`config.mk`:
```
export PLATFORM = sky130hd
export DESIGN_NAME = track_straightness_classifier_core
export DESIGN_NICKNAME = d
export VERILOG_FILES = /design/src/hw/rtl/tsc_pkg.sv /design/src/hw/rtl/track_straightness_classifier_core.sv /design/src/hw/rtl/tsc_ram.sv /design/src/hw/rtl/tsc_ctrl.sv /design/src/hw/rtl/tsc_datapath.sv
export VERILOG_INCLUDE_DIRS = /design/src /design/src/hw/rtl
export SDC_FILE = /design/constraint.sdc
export NUM_CORES = 1
export LEC_CHECK = 0
export ABC_CLOCK_PERIOD_IN_PS = 5000
export BUFFER_PORTS_ARGS = -buffer_cell sky130_fd_sc_hd__buf_2
export CAP_MARGIN = 10
export CORE_MARGIN = 2
export CORE_UTILIZATION = 40
export DETAILED_ROUTE_END_ITERATION = 8
export PLACE_DENSITY = 0.59
export RECOVER_POWER = 50
export SKIP_LAST_GASP = 1
export SLEW_MARGIN = 20
export SYNTH_ARGS = -nofsm -noshare
export SYNTH_HDL_FRONTEND = slang
export SYNTH_SLANG_ARGS = --single-unit
```
`constraint.sdc`:
```
create_clock -name i_clk -period 5 [get_ports i_clk]
set_input_delay 0.5 -clock i_clk [delete_from_list [all_inputs] [get_ports i_clk]]
set_output_delay 0.5 -clock i_clk [all_outputs]
set_load 0.01 [all_outputs]
```
`src/hw/rtl/track_straightness_classifier_core_assert.svh`:
```
// Assertion macros shared by the track straightness classifier RTL.
// Checks compile only when SYNTHESIS is not defined.
`ifndef TRACK_STRAIGHTNESS_CLASSIFIER_CORE_ASSERT_SVH
`define TRACK_STRAIGHTNESS_CLASSIFIER_CORE_ASSERT_SVH

`ifndef SYNTHESIS

// Property holds at every clock edge outside reset.
`define TSC_ASSERT(lbl, clk, rst_n, prop) \
    lbl: assert property (@(posedge clk) disable iff (!(rst_n)) (prop)) \
        else $error("%m: assertion failed");

// Condition never occurs outside reset.
`define TSC_ASSERT_NEVER(lbl, clk, rst_n, cond) \
    lbl: assert property (@(posedge clk) disable iff (!(rst_n)) !(cond)) \
        else $error("%m: forbidden condition seen");

`else

`define TSC_ASSERT(lbl, clk, rst_n, prop)

`define TSC_ASSERT_NEVER(lbl, clk, rst_n, cond)

`endif

`endif

```
`src/hw/rtl/tsc_pkg.sv`:
```
// Shared types and constants of the track straightness classifier.
// Used by the controller, the datapath and the top level; no dependencies.
`timescale 1ns / 1ps
`default_nettype none

package tsc_pkg;

    // Field widths
    localparam int CENTRE_W = 7;
    localparam int TOP_W    = 6;
    localparam int STEER_W  = 8;
    localparam int LOOK_W   = 6;
    localparam int SUM_W    = 12;
    localparam int CFG_W    = 12;
    localparam int CFG_IDX_W = 3;
    localparam int PERIOD_W = 4;

    // Row index arithmetic is done at this width (covers up to 512 rows)
    localparam int IDX_W = 9;

    // Unsigned divider width and its step counter
    localparam int DIV_W     = 8;
    localparam int DIV_CNT_W = 3;

    // Quotient tracker width: |diff * (i - end)| stays below 2^15
    localparam int Q_W = 16;

    // floor(x * 171 / 512) == floor(x / 3) for x < 512
    localparam logic [IDX_W-1:0] RECIP3 = 9'd171;

    localparam logic [CENTRE_W-1:0] CHORD_MIN = 7'd1;
    localparam logic [CENTRE_W-1:0] CHORD_MAX = 7'd79;
    localparam logic [SUM_W-1:0]    SUM_MAX   = 12'd4095;
    localparam int HIST_DEPTH = 5;

    // Configuration register indexes
    localparam logic [CFG_IDX_W-1:0] CFG_ERROR_LIMIT    = 3'd0;
    localparam logic [CFG_IDX_W-1:0] CFG_STRAIGHT_LIMIT = 3'd1;
    localparam logic [CFG_IDX_W-1:0] CFG_TOP_LIMIT      = 3'd2;
    localparam logic [CFG_IDX_W-1:0] CFG_FORESIGHT      = 3'd3;
    localparam logic [CFG_IDX_W-1:0] CFG_PERIOD         = 3'd4;

    // Configuration reset values
    localparam logic [STEER_W-1:0]  RST_ERROR_LIMIT    = 8'd5;
    localparam logic [SUM_W-1:0]    RST_STRAIGHT_LIMIT = 12'd30;
    localparam logic [TOP_W-1:0]    RST_TOP_LIMIT      = 6'd25;
    localparam logic [LOOK_W-1:0]   RST_FORESIGHT      = 6'd5;
    localparam logic [PERIOD_W-1:0] RST_PERIOD         = 4'd5;

    typedef enum logic [1:0] {
        CLS_CURVE_TO_STRAIGHT = 2'd0,
        CLS_STRAIGHT          = 2'd1,
        CLS_STRAIGHT_TO_CURVE = 2'd2,
        CLS_IN_CURVE          = 2'd3
    } t_track_class;

    typedef enum logic [3:0] {
        S_IDLE,
        S_END,
        S_RD,
        S_LD,
        S_DIV,
        S_FIX,
        S_FETCH,
        S_ACC,
        S_DONE
    } t_state;

    typedef struct packed {
        logic wr_row;     // non-last row transfer
        logic ld_frame;   // last row transfer
        logic calc_end;   // derive far row and divisor
        logic ld_end;     // capture far centre, arm divider
        logic div_step;   // one restoring division step
        logic fix;        // turn quotient into floor form
        logic fetch;      // read centre of current row, register chord
        logic step;       // accumulate and move two rows up
        logic out_load;   // load result register
    } t_dp_cmd;

    typedef struct packed {
        logic div_done;
        logic more;
        logic more_next;
        logic out_valid;
    } t_dp_stat;

endpackage

`default_nettype wire

```
`src/hw/rtl/track_straightness_classifier_core.sv`:
```
// Track straightness classifier: a row that is not the last is taken every cycle
// (one store write). The last row starts a frame-end sequence that ends when the result
// is valid: far-row lookup, a restoring division, then one store read per summed row
// (at most ROWS/2 summed rows). No row is taken during that sequence. Synchronous
// active-low reset clears control, history and counters and restores register defaults;
// the centre store is not cleared.
`timescale 1ns / 1ps
`default_nettype none

module track_straightness_classifier_core #(
    parameter int ROWS = 60
) (
    input  wire logic                          i_clk,
    input  wire logic                          i_rst_n,
    input  wire logic                          i_in_valid,
    output logic                               o_in_ready,
    input  wire logic [tsc_pkg::CENTRE_W-1:0]  i_centre_column,
    input  wire logic                          i_last_row,
    input  wire logic [tsc_pkg::TOP_W-1:0]     i_top_row,
    input  wire logic [tsc_pkg::STEER_W-1:0]   i_steer_error,
    input  wire logic [tsc_pkg::LOOK_W-1:0]    i_lookahead,
    output logic                               o_out_valid,
    input  wire logic                          i_out_ready,
    output logic      [tsc_pkg::SUM_W-1:0]     o_deviation_sum,
    output logic      [1:0]                    o_track_class,
    input  wire logic                          i_cfg_we,
    input  wire logic [tsc_pkg::CFG_IDX_W-1:0] i_cfg_index,
    input  wire logic [tsc_pkg::CFG_W-1:0]     i_cfg_data
);

    tsc_pkg::t_dp_cmd  cmd;
    tsc_pkg::t_dp_stat stat;

    tsc_ctrl u_ctrl (
        .i_clk     (i_clk),
        .i_rst_n   (i_rst_n),
        .i_in_valid(i_in_valid),
        .i_last_row(i_last_row),
        .o_in_ready(o_in_ready),
        .i_stat    (stat),
        .o_cmd     (cmd)
    );

    tsc_datapath #(
        .ROWS(ROWS)
    ) u_datapath (
        .i_clk          (i_clk),
        .i_rst_n        (i_rst_n),
        .i_cmd          (cmd),
        .o_stat         (stat),
        .i_centre_column(i_centre_column),
        .i_top_row      (i_top_row),
        .i_steer_error  (i_steer_error),
        .i_lookahead    (i_lookahead),
        .i_cfg_we       (i_cfg_we),
        .i_cfg_index    (i_cfg_index),
        .i_cfg_data     (i_cfg_data),
        .i_out_ready    (i_out_ready),
        .o_deviation_sum(o_deviation_sum),
        .o_track_class  (o_track_class)
    );

    assign o_out_valid = stat.out_valid;

endmodule

`default_nettype wire

```
`src/hw/rtl/tsc_ram.sv`:
```
// Generic simple dual-port RAM: one write port, one registered read port.
// No dependencies.
`timescale 1ns / 1ps
`default_nettype none

module tsc_ram #(
    parameter int WIDTH = 7,
    parameter int DEPTH = 60
) (
    input  wire logic                     i_clk,
    input  wire logic                     i_we,
    input  wire logic [$clog2(DEPTH)-1:0] i_waddr,
    input  wire logic [WIDTH-1:0]         i_wdata,
    input  wire logic [$clog2(DEPTH)-1:0] i_raddr,
    output logic      [WIDTH-1:0]         o_rdata
);

    logic [WIDTH-1:0] r_mem [DEPTH];
    logic [WIDTH-1:0] r_rdata;

    always_ff @(posedge i_clk) begin
        if (i_we) begin
            r_mem[i_waddr] <= i_wdata;
        end
        r_rdata <= r_mem[i_raddr];
    end

    assign o_rdata = r_rdata;

endmodule

`default_nettype wire

```
`src/hw/rtl/tsc_ctrl.sv`:
```
// Frame-end sequencer of the track straightness classifier.
// Depends on tsc_pkg and the shared assertion macro header.
`timescale 1ns / 1ps
`default_nettype none
`include "track_straightness_classifier_core_assert.svh"

module tsc_ctrl (
    input  wire logic              i_clk,
    input  wire logic              i_rst_n,
    input  wire logic              i_in_valid,
    input  wire logic              i_last_row,
    output logic                   o_in_ready,
    input  wire tsc_pkg::t_dp_stat i_stat,
    output tsc_pkg::t_dp_cmd       o_cmd
);

    tsc_pkg::t_state r_state;
    tsc_pkg::t_state n_state;
    logic            accept;

    // A last row needs a free result register; plain rows only fill the store.
    assign o_in_ready = (r_state == tsc_pkg::S_IDLE) && (!i_last_row || !i_stat.out_valid);
    assign accept     = i_in_valid && o_in_ready;

    always_ff @(posedge i_clk) begin
        if (!i_rst_n) begin
            r_state <= tsc_pkg::S_IDLE;
        end else begin
            r_state <= n_state;
        end
    end

    always_comb begin
        n_state = r_state;
        unique case (r_state)
            tsc_pkg::S_IDLE: begin
                if (accept && i_last_row) begin
                    n_state = tsc_pkg::S_END;
                end
            end
            tsc_pkg::S_END:   n_state = tsc_pkg::S_RD;
            tsc_pkg::S_RD:    n_state = tsc_pkg::S_LD;
            tsc_pkg::S_LD:    n_state = tsc_pkg::S_DIV;
            tsc_pkg::S_DIV: begin
                if (i_stat.div_done) begin
                    n_state = tsc_pkg::S_FIX;
                end
            end
            tsc_pkg::S_FIX: begin
                n_state = i_stat.more ? tsc_pkg::S_FETCH : tsc_pkg::S_DONE;
            end
            tsc_pkg::S_FETCH: n_state = tsc_pkg::S_ACC;
            tsc_pkg::S_ACC: begin
                n_state = i_stat.more_next ? tsc_pkg::S_FETCH : tsc_pkg::S_DONE;
            end
            tsc_pkg::S_DONE:  n_state = tsc_pkg::S_IDLE;
            default:          n_state = tsc_pkg::S_IDLE;
        endcase
    end

    always_comb begin
        o_cmd = '0;
        unique case (r_state)
            tsc_pkg::S_IDLE: begin
                o_cmd.wr_row   = accept && !i_last_row;
                o_cmd.ld_frame = accept && i_last_row;
            end
            tsc_pkg::S_END:   o_cmd.calc_end = 1'b1;
            tsc_pkg::S_RD:    ;
            tsc_pkg::S_LD:    o_cmd.ld_end   = 1'b1;
            tsc_pkg::S_DIV:   o_cmd.div_step = 1'b1;
            tsc_pkg::S_FIX:   o_cmd.fix      = 1'b1;
            tsc_pkg::S_FETCH: o_cmd.fetch    = 1'b1;
            tsc_pkg::S_ACC:   o_cmd.step     = 1'b1;
            tsc_pkg::S_DONE:  o_cmd.out_load = 1'b1;
            default:          o_cmd = '0;
        endcase
    end

    `TSC_ASSERT_NEVER(a_ready_only_idle, i_clk, i_rst_n, o_in_ready && (r_state != tsc_pkg::S_IDLE))
    `TSC_ASSERT(a_load_into_free_reg, i_clk, i_rst_n, o_cmd.out_load |-> !i_stat.out_valid)
    `TSC_ASSERT(a_frame_starts_seq, i_clk, i_rst_n, o_cmd.ld_frame |=> (r_state == tsc_pkg::S_END))

endmodule

`default_nettype wire

```
`src/hw/rtl/tsc_datapath.sv`:
```
// Datapath of the track straightness classifier: centre store, chord
// tracker with a restoring divider, history and result register.
// Depends on tsc_pkg, tsc_ram and the shared assertion macro header.
`timescale 1ns / 1ps
`default_nettype none
`include "track_straightness_classifier_core_assert.svh"

module tsc_datapath #(
    parameter int ROWS = 60
) (
    input  wire logic                              i_clk,
    input  wire logic                              i_rst_n,
    input  wire tsc_pkg::t_dp_cmd                  i_cmd,
    output tsc_pkg::t_dp_stat                      o_stat,
    input  wire logic [tsc_pkg::CENTRE_W-1:0]      i_centre_column,
    input  wire logic [tsc_pkg::TOP_W-1:0]         i_top_row,
    input  wire logic [tsc_pkg::STEER_W-1:0]       i_steer_error,
    input  wire logic [tsc_pkg::LOOK_W-1:0]        i_lookahead,
    input  wire logic                              i_cfg_we,
    input  wire logic [tsc_pkg::CFG_IDX_W-1:0]     i_cfg_index,
    input  wire logic [tsc_pkg::CFG_W-1:0]         i_cfg_data,
    input  wire logic                              i_out_ready,
    output logic      [tsc_pkg::SUM_W-1:0]         o_deviation_sum,
    output logic      [1:0]                        o_track_class
);

    localparam int AW = $clog2(ROWS);
    localparam logic [AW-1:0]                 LAST     = AW'(ROWS - 1);
    localparam logic [tsc_pkg::IDX_W-1:0]     LAST_X   = tsc_pkg::IDX_W'(ROWS - 1);
    localparam logic [tsc_pkg::TOP_W-1:0]     LAST_TOP = tsc_pkg::TOP_W'(ROWS - 1);
    localparam int PW = 2 * tsc_pkg::IDX_W - 1;

    // Configuration
    logic [tsc_pkg::STEER_W-1:0]  r_error_limit;
    logic [tsc_pkg::SUM_W-1:0]    r_straight_limit;
    logic [tsc_pkg::TOP_W-1:0]    r_top_limit;
    logic [tsc_pkg::LOOK_W-1:0]   r_foresight;
    logic [tsc_pkg::PERIOD_W-1:0] r_period;

    // Control state
    logic [AW-1:0]                r_row_cnt;
    logic [tsc_pkg::PERIOD_W-1:0] r_frame_cnt;
    logic [tsc_pkg::STEER_W-1:0]  r_hist [tsc_pkg::HIST_DEPTH];
    logic                         r_out_valid;

    // Frame payload
    logic [tsc_pkg::CENTRE_W-1:0] r_c_last;
    logic [tsc_pkg::CENTRE_W-1:0] r_c_end;
    logic [tsc_pkg::TOP_W-1:0]    r_top;
    logic [tsc_pkg::LOOK_W-1:0]   r_look;
    logic [AW-1:0]                r_end;
    logic [AW-1:0]                r_den;
    logic [tsc_pkg::IDX_W-1:0]    r_top2;
    logic [tsc_pkg::IDX_W-1:0]    r_i;
    logic                         r_neg;
    logic [tsc_pkg::DIV_W-1:0]    r_dq;
    logic [tsc_pkg::DIV_W-1:0]    r_drem;
    logic [tsc_pkg::DIV_CNT_W-1:0] r_dcnt;
    logic signed [tsc_pkg::Q_W-1:0] r_q;
    logic signed [tsc_pkg::Q_W-1:0] r_qd;
    logic [tsc_pkg::DIV_W-1:0]    r_r;
    logic [tsc_pkg::DIV_W-1:0]    r_rd;
    logic [tsc_pkg::CENTRE_W-1:0] r_chord;
    logic [tsc_pkg::SUM_W-1:0]    r_sum;
    logic [tsc_pkg::SUM_W-1:0]    r_out_sum;
    tsc_pkg::t_track_class        r_out_class;

    // Store port
    logic                         ram_we;
    logic [AW-1:0]                ram_waddr;
    logic [AW-1:0]                ram_raddr;
    logic [tsc_pkg::CENTRE_W-1:0] ram_rdata;

    // Combinational values
    logic [tsc_pkg::PERIOD_W-1:0] n_frame_cnt;
    logic                         push;
    logic [tsc_pkg::TOP_W-1:0]    top_sat;
    logic [tsc_pkg::IDX_W-1:0]    span;
    logic [PW-1:0]                span_prod;
    logic [tsc_pkg::IDX_W-1:0]    end_raw;
    logic [tsc_pkg::IDX_W-1:0]    n_end;
    logic [tsc_pkg::DIV_W-1:0]    den8;
    logic [tsc_pkg::DIV_W-1:0]    diff;
    logic [tsc_pkg::DIV_W-1:0]    diff_mag;
    logic [tsc_pkg::DIV_W:0]      div_trial;
    logic                         div_ge;
    logic [tsc_pkg::DIV_W:0]      div_sub;
    logic [tsc_pkg::Q_W-1:0]      uq;
    logic signed [tsc_pkg::Q_W-1:0] n_qd;
    logic [tsc_pkg::DIV_W-1:0]    n_rd;
    logic signed [tsc_pkg::Q_W:0] chord_x;
    logic [tsc_pkg::CENTRE_W-1:0] n_chord;
    logic [tsc_pkg::DIV_W-1:0]    dev;
    logic [tsc_pkg::DIV_W-1:0]    dev_abs;
    logic [tsc_pkg::SUM_W:0]      sum_x;
    logic [tsc_pkg::DIV_W:0]      r_diff_x;
    logic signed [tsc_pkg::Q_W-1:0] n_q;
    logic [tsc_pkg::DIV_W-1:0]    n_r;
    logic                         all_high;
    logic                         all_low;
    tsc_pkg::t_track_class        n_class;

    tsc_ram #(
        .WIDTH(tsc_pkg::CENTRE_W),
        .DEPTH(ROWS)
    ) u_store (
        .i_clk  (i_clk),
        .i_we   (ram_we),
        .i_waddr(ram_waddr),
        .i_wdata(i_centre_column),
        .i_raddr(ram_raddr),
        .o_rdata(ram_rdata)
    );

    // Extra rows beyond the last slot are dropped; the last row always lands at the end.
    assign ram_we    = (i_cmd.wr_row && (r_row_cnt < LAST)) || i_cmd.ld_frame;
    assign ram_waddr = i_cmd.ld_frame ? LAST : r_row_cnt;
    assign ram_raddr = i_cmd.fetch ? r_i[AW-1:0] : r_end;

    always_ff @(posedge i_clk) begin
        if (!i_rst_n) begin
            r_error_limit    <= tsc_pkg::RST_ERROR_LIMIT;
            r_straight_limit <= tsc_pkg::RST_STRAIGHT_LIMIT;
            r_top_limit      <= tsc_pkg::RST_TOP_LIMIT;
            r_foresight      <= tsc_pkg::RST_FORESIGHT;
            r_period         <= tsc_pkg::RST_PERIOD;
        end else if (i_cfg_we) begin
            unique case (i_cfg_index)
                tsc_pkg::CFG_ERROR_LIMIT:    r_error_limit    <= i_cfg_data[tsc_pkg::STEER_W-1:0];
                tsc_pkg::CFG_STRAIGHT_LIMIT: r_straight_limit <= i_cfg_data;
                tsc_pkg::CFG_TOP_LIMIT:      r_top_limit      <= i_cfg_data[tsc_pkg::TOP_W-1:0];
                tsc_pkg::CFG_FORESIGHT:      r_foresight      <= i_cfg_data[tsc_pkg::LOOK_W-1:0];
                tsc_pkg::CFG_PERIOD:         r_period         <= i_cfg_data[tsc_pkg::PERIOD_W-1:0];
                default: ;
            endcase
        end
    end

    // History push every period-th frame; the counter wraps at 16.
    assign n_frame_cnt = r_frame_cnt + 1'b1;
    assign push        = (n_frame_cnt == r_period);

    always_ff @(posedge i_clk) begin
        if (!i_rst_n) begin
            r_row_cnt   <= '0;
            r_frame_cnt <= '0;
            r_out_valid <= 1'b0;
            for (int k = 0; k < tsc_pkg::HIST_DEPTH; k++) begin
                r_hist[k] <= '0;
            end
        end else begin
            if (i_cmd.ld_frame) begin
                r_row_cnt   <= '0;
                r_frame_cnt <= push ? '0 : n_frame_cnt;
                if (push) begin
                    for (int k = 0; k < tsc_pkg::HIST_DEPTH - 1; k++) begin
                        r_hist[k] <= r_hist[k+1];
                    end
                    r_hist[tsc_pkg::HIST_DEPTH-1] <= i_steer_error;
                end
            end else if (i_cmd.wr_row && (r_row_cnt < LAST)) begin
                r_row_cnt <= r_row_cnt + 1'b1;
            end
            if (i_cmd.out_load) begin
                r_out_valid <= 1'b1;
            end else if (i_out_ready) begin
                r_out_valid <= 1'b0;
            end
        end
    end

    // Far row: End = L - (L - top) / 3, moved down to odd.
    assign top_sat   = ({3'b000, i_top_row} > LAST_X) ? LAST_TOP : i_top_row;
    assign span      = LAST_X - tsc_pkg::IDX_W'(r_top);
    assign span_prod = PW'(span) * PW'(tsc_pkg::RECIP3);
    assign end_raw   = LAST_X - tsc_pkg::IDX_W'(span_prod[PW-1:tsc_pkg::IDX_W]);
    assign n_end     = end_raw[0] ? end_raw : end_raw - 1'b1;
    assign den8      = tsc_pkg::DIV_W'(r_den);

    // Slope numerator: diff = cLast - cEnd, divided as |2*diff| / den.
    assign diff     = {1'b0, r_c_last} - {1'b0, ram_rdata};
    assign diff_mag = diff[tsc_pkg::DIV_W-1] ? -diff : diff;

    // Restoring division, one quotient bit per step.
    assign div_trial = {r_drem, r_dq[tsc_pkg::DIV_W-1]};
    assign div_ge    = (div_trial >= {1'b0, den8});
    assign div_sub   = div_ge ? (div_trial - {1'b0, den8}) : div_trial;

    // Floor form of the signed quotient, remainder kept in 0..den-1.
    assign uq = tsc_pkg::Q_W'(r_dq);
    always_comb begin
        n_qd = $signed(uq);
        n_rd = r_drem;
        if (r_neg) begin
            if (r_drem == '0) begin
                n_qd = -$signed(uq);
                n_rd = '0;
            end else begin
                n_qd = $signed(~uq);
                n_rd = den8 - r_drem;
            end
        end
    end

    // Chord value of the current row, clamped to the column range.
    assign chord_x = $signed({{(tsc_pkg::Q_W + 1 - tsc_pkg::CENTRE_W){1'b0}}, r_c_end})
                   + $signed({r_q[tsc_pkg::Q_W-1], r_q});
    always_comb begin
        if (chord_x < $signed({{(tsc_pkg::Q_W + 1 - tsc_pkg::CENTRE_W){1'b0}},
                               tsc_pkg::CHORD_MIN})) begin
            n_chord = tsc_pkg::CHORD_MIN;
        end else if (chord_x > $signed({{(tsc_pkg::Q_W + 1 - tsc_pkg::CENTRE_W){1'b0}},
                                        tsc_pkg::CHORD_MAX})) begin
            n_chord = tsc_pkg::CHORD_MAX;
        end else begin
            n_chord = chord_x[tsc_pkg::CENTRE_W-1:0];
        end
    end

    // Deviation and saturating sum.
    assign dev     = {1'b0, ram_rdata} - {1'b0, r_chord};
    assign dev_abs = dev[tsc_pkg::DIV_W-1] ? -dev : dev;
    assign sum_x   = {1'b0, r_sum} + (tsc_pkg::SUM_W + 1)'(dev_abs);

    // Two rows up: numerator drops by 2*diff = qd*den + rd.
    assign r_diff_x = {1'b0, r_r} - {1'b0, r_rd};
    always_comb begin
        if (r_diff_x[tsc_pkg::DIV_W]) begin
            n_r = r_diff_x[tsc_pkg::DIV_W-1:0] + den8;
            n_q = r_q - r_qd - tsc_pkg::Q_W'(1);
        end else begin
            n_r = r_diff_x[tsc_pkg::DIV_W-1:0];
            n_q = r_q - r_qd;
        end
    end

    always_ff @(posedge i_clk) begin
        if (i_cmd.ld_frame) begin
            r_c_last <= i_centre_column;
            r_top    <= top_sat;
            r_look   <= i_lookahead;
        end
        if (i_cmd.calc_end) begin
            r_end  <= n_end[AW-1:0];
            r_den  <= LAST - n_end[AW-1:0];
            r_top2 <= tsc_pkg::IDX_W'(r_top) + tsc_pkg::IDX_W'(2);
        end
        if (i_cmd.ld_end) begin
            r_c_end <= ram_rdata;
            r_neg   <= diff[tsc_pkg::DIV_W-1];
            r_dq    <= {diff_mag[tsc_pkg::DIV_W-2:0], 1'b0};
            r_drem  <= '0;
            r_dcnt  <= '0;
            r_i     <= LAST_X;
            r_q     <= tsc_pkg::Q_W'($signed(diff));
            r_r     <= '0;
            r_sum   <= '0;
        end
        if (i_cmd.div_step) begin
            r_drem <= div_sub[tsc_pkg::DIV_W-1:0];
            r_dq   <= {r_dq[tsc_pkg::DIV_W-2:0], div_ge};
            r_dcnt <= r_dcnt + 1'b1;
        end
        if (i_cmd.fix) begin
            r_qd <= n_qd;
            r_rd <= n_rd;
        end
        if (i_cmd.fetch) begin
            r_chord <= n_chord;
        end
        if (i_cmd.step) begin
            r_sum <= (sum_x > {1'b0, tsc_pkg::SUM_MAX}) ? tsc_pkg::SUM_MAX
                                                        : sum_x[tsc_pkg::SUM_W-1:0];
            r_q   <= n_q;
            r_r   <= n_r;
            r_i   <= r_i - tsc_pkg::IDX_W'(2);
        end
        if (i_cmd.out_load) begin
            r_out_sum   <= r_sum;
            r_out_class <= n_class;
        end
    end

    // Classification from the three oldest history entries.
    assign all_high = (r_hist[0] > r_error_limit) && (r_hist[1] > r_error_limit)
                   && (r_hist[2] > r_error_limit);
    assign all_low  = (r_hist[0] < r_error_limit) && (r_hist[1] < r_error_limit)
                   && (r_hist[2] < r_error_limit);

    always_comb begin
        priority if (all_high && (r_sum < r_straight_limit) && (r_top < r_top_limit)) begin
            n_class = tsc_pkg::CLS_CURVE_TO_STRAIGHT;
        end else if (all_low && (r_look <= r_foresight)) begin
            n_class = tsc_pkg::CLS_STRAIGHT;
        end else if (all_low) begin
            n_class = tsc_pkg::CLS_STRAIGHT_TO_CURVE;
        end else begin
            n_class = tsc_pkg::CLS_IN_CURVE;
        end
    end

    // No rows qualify when the far row is the last row.
    assign o_stat.div_done  = (r_dcnt == tsc_pkg::DIV_CNT_W'(tsc_pkg::DIV_W - 1));
    assign o_stat.more      = (r_den != '0) && (r_i > r_top2);
    assign o_stat.more_next = ((r_i - tsc_pkg::IDX_W'(2)) > r_top2);
    assign o_stat.out_valid = r_out_valid;

    assign o_deviation_sum = r_out_sum;
    assign o_track_class   = r_out_class;

    `TSC_ASSERT_NEVER(a_row_cnt_range, i_clk, i_rst_n, r_row_cnt > LAST)
    `TSC_ASSERT(a_rem_below_den, i_clk, i_rst_n, (i_cmd.step && (r_den != '0)) |-> (r_r < den8))
    `TSC_ASSERT(a_out_hold, i_clk, i_rst_n, (r_out_valid && !i_out_ready) |=> r_out_valid)

endmodule

`default_nettype wire

```
---- After elaboration in Yosys (flattened, before gate mapping) ----
Memories as Yosys holds them, arrays and structs flattened. A register that Yosys moved wholly into a read port is not among the register bits.
Cells that the tools add are included.
Widths: inputs -> output; s select.
storage, ports and cells
  flip-flop bits (word level) ............. 208
  bits in writable memories ............... 460
  input bits .............................. 48
  output and inout bits ................... 16
  logic and storage cells ................. 187
  memories kept ........................... 2
operators by class
  add/subtract/negate cells ............... 22
  multiply operators ...................... 1
  magnitude comparators ................... 17
  equality and inequality tests ........... 16
  muxes and demuxes ....................... 57
  bitwise operators ....................... 7
  reduce and logical (&&, ||, !) cells .... 33
memories
  name                      words  width  read ports  clocked after memory_dff  write ports  line                RTL
  u_datapath.u_store.r_mem  60     7      1           1                         1            tsc_ram.sv:18       logic [WIDTH-1:0] r_mem [DEPTH];
  u_datapath.r_hist         5      8      5           0                         5            tsc_datapath.sv:43  logic [tsc_pkg::STEER_W-1:0] r_hist [tsc_pkg::HIST_DEPTH];
operators with widths
  operator               count
  $mux 8                 16
  $mux 16                4
  $mux 12                3
  $pmux 4 s8             1
  $gt 8x8->1             3
  $lt 8x8->1             3
  $mux 4                 5
  $gt 9x9->1             2
  $mux 1                 18
  $mux 6                 3
  $mux 9                 2
  $add 8x16->17          1
  $gt 17x8->1 const B    1
  $lt 17x2->1 const B    1
  $eq 4x3->1 const B     4
  $neg 8->16             1
  $not 8->16             1
  $sub 16x16->16         1
  $sub 16x2->16 const B  1
  $sub 7x7->8            2
  $mul 9x8->15 const B   1
  $mux 7                 2
  $add 12x8->13          1
  $gt 13x12->1 const B   1
  other kinds (42)       75

---- Logic depth before layout (Yosys ltp) ----
  depth in word-level cells ............... 10
  depth in mapped cells ................... 21
  mapped depth without buffers ............ 20

---- By module ----
A second synthesis with hierarchy kept.
unflattened totals
  cell total of the unflattened synthesis .. 2329
  area total of the unflattened synthesis .. 32247.2 um^2
by module, submodules not included
  module        times used  cells each  area each (um^2)  seq. area each (um^2)
  tsc_ram       1           779         16530.9           12752.2
  tsc_datapath  1           1509        15387.3           6646.4
  tsc_ctrl      1           41          329.1             80.1

---- Least setup slack after synthesis ----
No wires, ideal clock.
  path kind ............................... flip-flop to flip-flop
  start ................................... register u_datapath.r_top[2] in the netlist's numbering
  end ..................................... register u_datapath.r_den[5] (data pin)
  setup time .............................. 0.263 ns
  arrival time ............................ 5.093 ns
  data required time ...................... 4.737 ns
  path slack .............................. -0.356 ns
  cell stages (with the launch flop) ...... 20
  buffers on the path ..................... 0
  period minus slack after synthesis ...... 5.356 ns
  path through ............................ edfxtp_1 ha_1 nand3_1 inv_1 ha_1 inv_1 fa_1 inv_1 fa_1 ha_1 and2_1 and4_1 a221oi_2 a211oi_1 or2_2 ha_1 or2_2 a211oi_1 o21ai_1 xor2_1
between the ends
  word-level cells in the longest chain between the ends .. 6
RTL lines
  item                    line                 RTL
  from (decl)             tsc_datapath.sv:49   logic [tsc_pkg::TOP_W-1:0] r_top;
  from (signal assigned)  tsc_datapath.sv:240  r_top <= top_sat;
  $sub 6x6->7 *           tsc_datapath.sv:174  assign span = LAST_X - tsc_pkg::IDX_W'(r_top);
  $mul 9x8->15 *          tsc_datapath.sv:175  assign span_prod = PW'(span) * PW'(tsc_pkg::RECIP3);
  $sub 6x6->6 *           tsc_datapath.sv:176  assign end_raw = LAST_X - tsc_pkg::IDX_W'(span_prod[PW-1:tsc_pkg::IDX_W]);
  $sub 6x1->6             tsc_datapath.sv:177  assign n_end = end_raw[0] ? end_raw : end_raw - 1'b1;
  $mux 6 *                tsc_datapath.sv:177
  $sub 6x6->6 *           tsc_datapath.sv:245  r_den <= LAST - n_end[AW-1:0];
  to (signal assigned)    tsc_datapath.sv:245
  to (decl)               tsc_datapath.sv:52   logic [AW-1:0] r_den;
Every way passes the cells marked *; elsewhere a longest branch is shown, timed or not.
A chain may end at the register's enable or synchronous reset.

---- Final worst setup path ----
  start ................................... register u_datapath.r_top[3] in the netlist's numbering
  end ..................................... register u_datapath.r_den[5] (data pin)
Same word-level chain as after synthesis.

==> metrics.txt <==
via count between 15000 and 20000; CTS buffer count 47; Syn Nets 2236; setup TNS 0 ps; Nets roughly 2300; Yosys warning count 0; Pwr Density roughly 450 nW/um^2; most frequent cells after synthesis 400 x edfxtp_1, 176 x ha_1, 163 x inv_1, 143 x nor2_1, 137 x nand2_1; EDFF count, synth 400; H-tree levels 2; CP Capture Type register; CP peak stage delay around 510 ps; first-pass GRT wire length 84700 um; cell repeated most along the worst path ha_4; worst path arrival time 5260 ps; cells after synthesis roughly 2000; clock sink count 458; Area Overhead vs Synth 13.0%; vias per inst 5.27; setup violators final 0; I/O Pins 64; CP Class register to register; critical path's top delay family adder cells; synth top area cells edfxtp_1 49%, ha_1 9.0%, mux4_2 5.2%; die height between 200 and 300 um; VDD IR max around 0.30 mV; Min-Delay Path Depth 1; R2R Setup Slk 70 ps; async set or reset register ratio after synthesis 0; dominant cell type by area after synthesis edfxtp_1; Chip Width 251 um; Die ar. 62900 um^2; vias in the first global route 15600; Post-synth top flop edfxtp_1; Reg clk slew, reported paths 70 ps; status finished, violations left; Final WS setup roughly 71 ps; Initial Util 0.405; cts hold-fix bufs 0; sequential-to-total area share from yosys stat 0.540; clk_lat worst skew approximately 600 ps; worst-path fanout max 4; initial antenna violation count 2; Critical Path RT 5330 ps; reg2reg start u_datapath.r_top[3]$_SDFFCE_PN1P_; Wirelength per Cell 18.2 um; flops & latches, synth about 460; hold_sp i_lookahead[4]; FF-to-FF path depth 20; Min-Delay Path Class primary input to register; Worst Hold End u_datapath.r_look[4]$_DFFE_PP_; total wire length 52800 um; Slew Viols, Final 95; Worst slew margin -0.0208; DR iter-0 viols between 1000 and 1500; drt pass-1 iters 7; Fillers 5427; critical path's slowest cell edfxtp_1; Max Freq 203 MHz; Clock Tree Buf Depth 3; Buf+Inv Stages, Crit Path 4; Worst Clk Skew 14.8 ps; TritonCTS clock tree built; number of port buffers 63; leakage power between 10 and 15 nW; leading cell type by number of instances after synthesis edfxtp_1; routability cong. 0.819; Synth top area share 0.493; grt ovf 0; CP Launch Type register; root buffer cell clkbuf_16; pre-CTS WS -46.9 ps; row cnt 90; Tightest Pin Transition roughly 1500 ps; post-DP HPWL 37800 um; pin count of the biggest net entering global routing 57; Final Hold Viols 0; Tot GR Track Use 0.170; Synth Cell Area 24400 um^2; layout cells sized above 1 0.137; post-route ant nets 0; reg2reg end u_datapath.r_den[5]$_DFFE_PP_; CP Cell Sequence ha_4 -> inv_4 -> ha_4 -> inv_2 -> fa_1 -> inv_2 -> ha_4 -> fa_2 -> ha_4 -> nand2_4 -> o21ai_4 -> a221oi_4 -> buf_6 -> o211a_1 -> or2_4 -> ha_4 -> or2_2 -> a211oi_2 -> o21ai_1 -> xor2_1; DRC viols 0; failing checks capacitance limit, slew limit; synthesized area per cell 12.2 um^2; Core ar. 60200 um^2; crit share post-route 0.986; max_cap viols 3; post-synth cell types 84; RSZ-0062 raised after global routing yes; min Tclk post-route between 4000 and 5000 ps
## cell type report
cell class | instances | area, um^2 | area share
flip-flops and latches | 458 | 13200 | 0.478
repair buffers | 106 | 653 | 0.0237
clock inverters | 23 | 203 | 0.00736
clock buffers | 63 | 1300 | 0.0471
multi-input cells | 1301 | 10600 | 0.385
diodes | 1 | 2.50 | 0.0000909
well taps | 782 | 978 | 0.0355
inverters | 164 | 618 | 0.0224
## routing by layer
layer / track usage / routed length [um] / vias to the layer above
met5: 0 / 0 / -
met4: 0.0566 / 1490 / 0
met3: 0.0251 / 1900 / 85
met2: 0.277 / 24800 / 267
met1: 0.232 / 24700 / 7444
li1: - / - / 7475
## flip-flops by register name (all words and copies together) (netlist names), 12 cells and up
register / cells
u_datapath.r_qd: 15
u_datapath.r_sum: 12
u_datapath.u_store.r_mem: 210
u_datapath.o_deviation_sum: 12
u_datapath.r_hist: 40
u_datapath.r_straight_limit: 12
u_datapath.r_q: 16
## stage by stage
| stage | area (um^2) | hold slack (ps) | total power, W | util | cells |
|---|---|---|---|---|---|
| after floorplan | 24500 | 437 | 0.00788 | - | 1993 |
| after global placement | 25800 | 452 | 0.00883 | 0.429 | 2804 |
| after detailed placement | 25800 | 463 | 0.00894 | 0.429 | 2804 |
| after CTS | 27400 | 46.5 | 0.0124 | 0.455 | 2893 |
| after global routing | 27500 | 54.2 | 0.0133 | 0.457 | 2898 |
| final | 27500 | 82.8 | 0.0125 | 0.457 | 2898 |
## worst register-to-register path: cells and delay by family (launching register included)
kind,cells,cell delay [ps]
AND/OR/NAND/NOR,3,600
buffers and inverters,4,270
adder cells (fa/ha/maj),7,2350
XOR/XNOR,1,150
flip-flops,1,510
AO/OA/AOI/OAI,5,790
## kinds of logic after synthesis
| kind of cell | after synthesis | share of synthesized area |
|---|---|---|
| other cells | 1 | 0.000154 |
| flops | 458 | 0.540 |
| xor+xnor | 111 | 0.0399 |
| buf+inv | 234 | 0.0383 |
| compound gates | 342 | 0.0906 |
| fa+ha+maj | 195 | 0.106 |
| mux | 106 | 0.0732 |
| simple gates | 546 | 0.111 |
## repair_timing
action / 4_1_cts / 5_1_grt
buffers inserted: 3 / 4
pin swaps: 6 / 14
gates resized for setup: 5 / 19
setup endpoints to repair: 2 / 4
## worst max-delay path by stage
stage / start / to / slack, ps / cells after the start
4_1_cts: u_datapath.r_top[2]$_SDFFCE_PN0P_ / u_datapath.r_den[5]$_DFFE_PP_ / 2 / 21
3_3_place_gp: u_datapath.r_top[3]$_SDFFCE_PN1P_ / u_datapath.r_den[5]$_DFFE_PP_ / -4 / 19
2_1_floorplan: u_datapath.r_top[2]$_SDFFCE_PN0P_ / u_datapath.r_den[5]$_DFFE_PP_ / 7 / 20
5_1_grt: u_datapath.r_top[2]$_SDFFCE_PN0P_ / u_datapath.r_den[5]$_DFFE_PP_ / -110 / 21
3_5_place_dp: u_datapath.r_top[3]$_SDFFCE_PN1P_ / u_datapath.r_den[5]$_DFFE_PP_ / -50 / 19
6_report: u_datapath.r_top[3]$_SDFFCE_PN1P_ / u_datapath.r_den[5]$_DFFE_PP_ / 70 / 20
## power by group
part / leakage [nW] / total (W) / internal, W / switching (W)
sequential: 4.10 / 0.00460 / 0.00445 / 0.000150
combinational: 5.34 / 0.00447 / 0.00212 / 0.00235
clock: 0.742 / 0.00343 / 0.00194 / 0.00150
## cell usage in the layout (no fill, tap or decap), drive strengths merged, types with 19 or more instances in the layout
| cell type | instances |
|---|---|
| nor2 | 144 |
| mux2i | 32 |
| clkbuf | 74 |
| fa | 19 |
| mux4 | 56 |
| nand2 | 137 |
| inv | 166 |
| nand2b | 21 |
| a21o | 28 |
| ha | 176 |
| a21oi | 88 |
| xor2 | 31 |
| xnor2 | 80 |
| a21boi | 28 |
| nand3 | 40 |
| edfxtp | 400 |
| dfxtp | 58 |
| o21ai | 75 |
| nor2b | 30 |
| nor3 | 34 |
| and2 | 52 |
| buf | 95 |
Power figures use the tool's default switching activity.
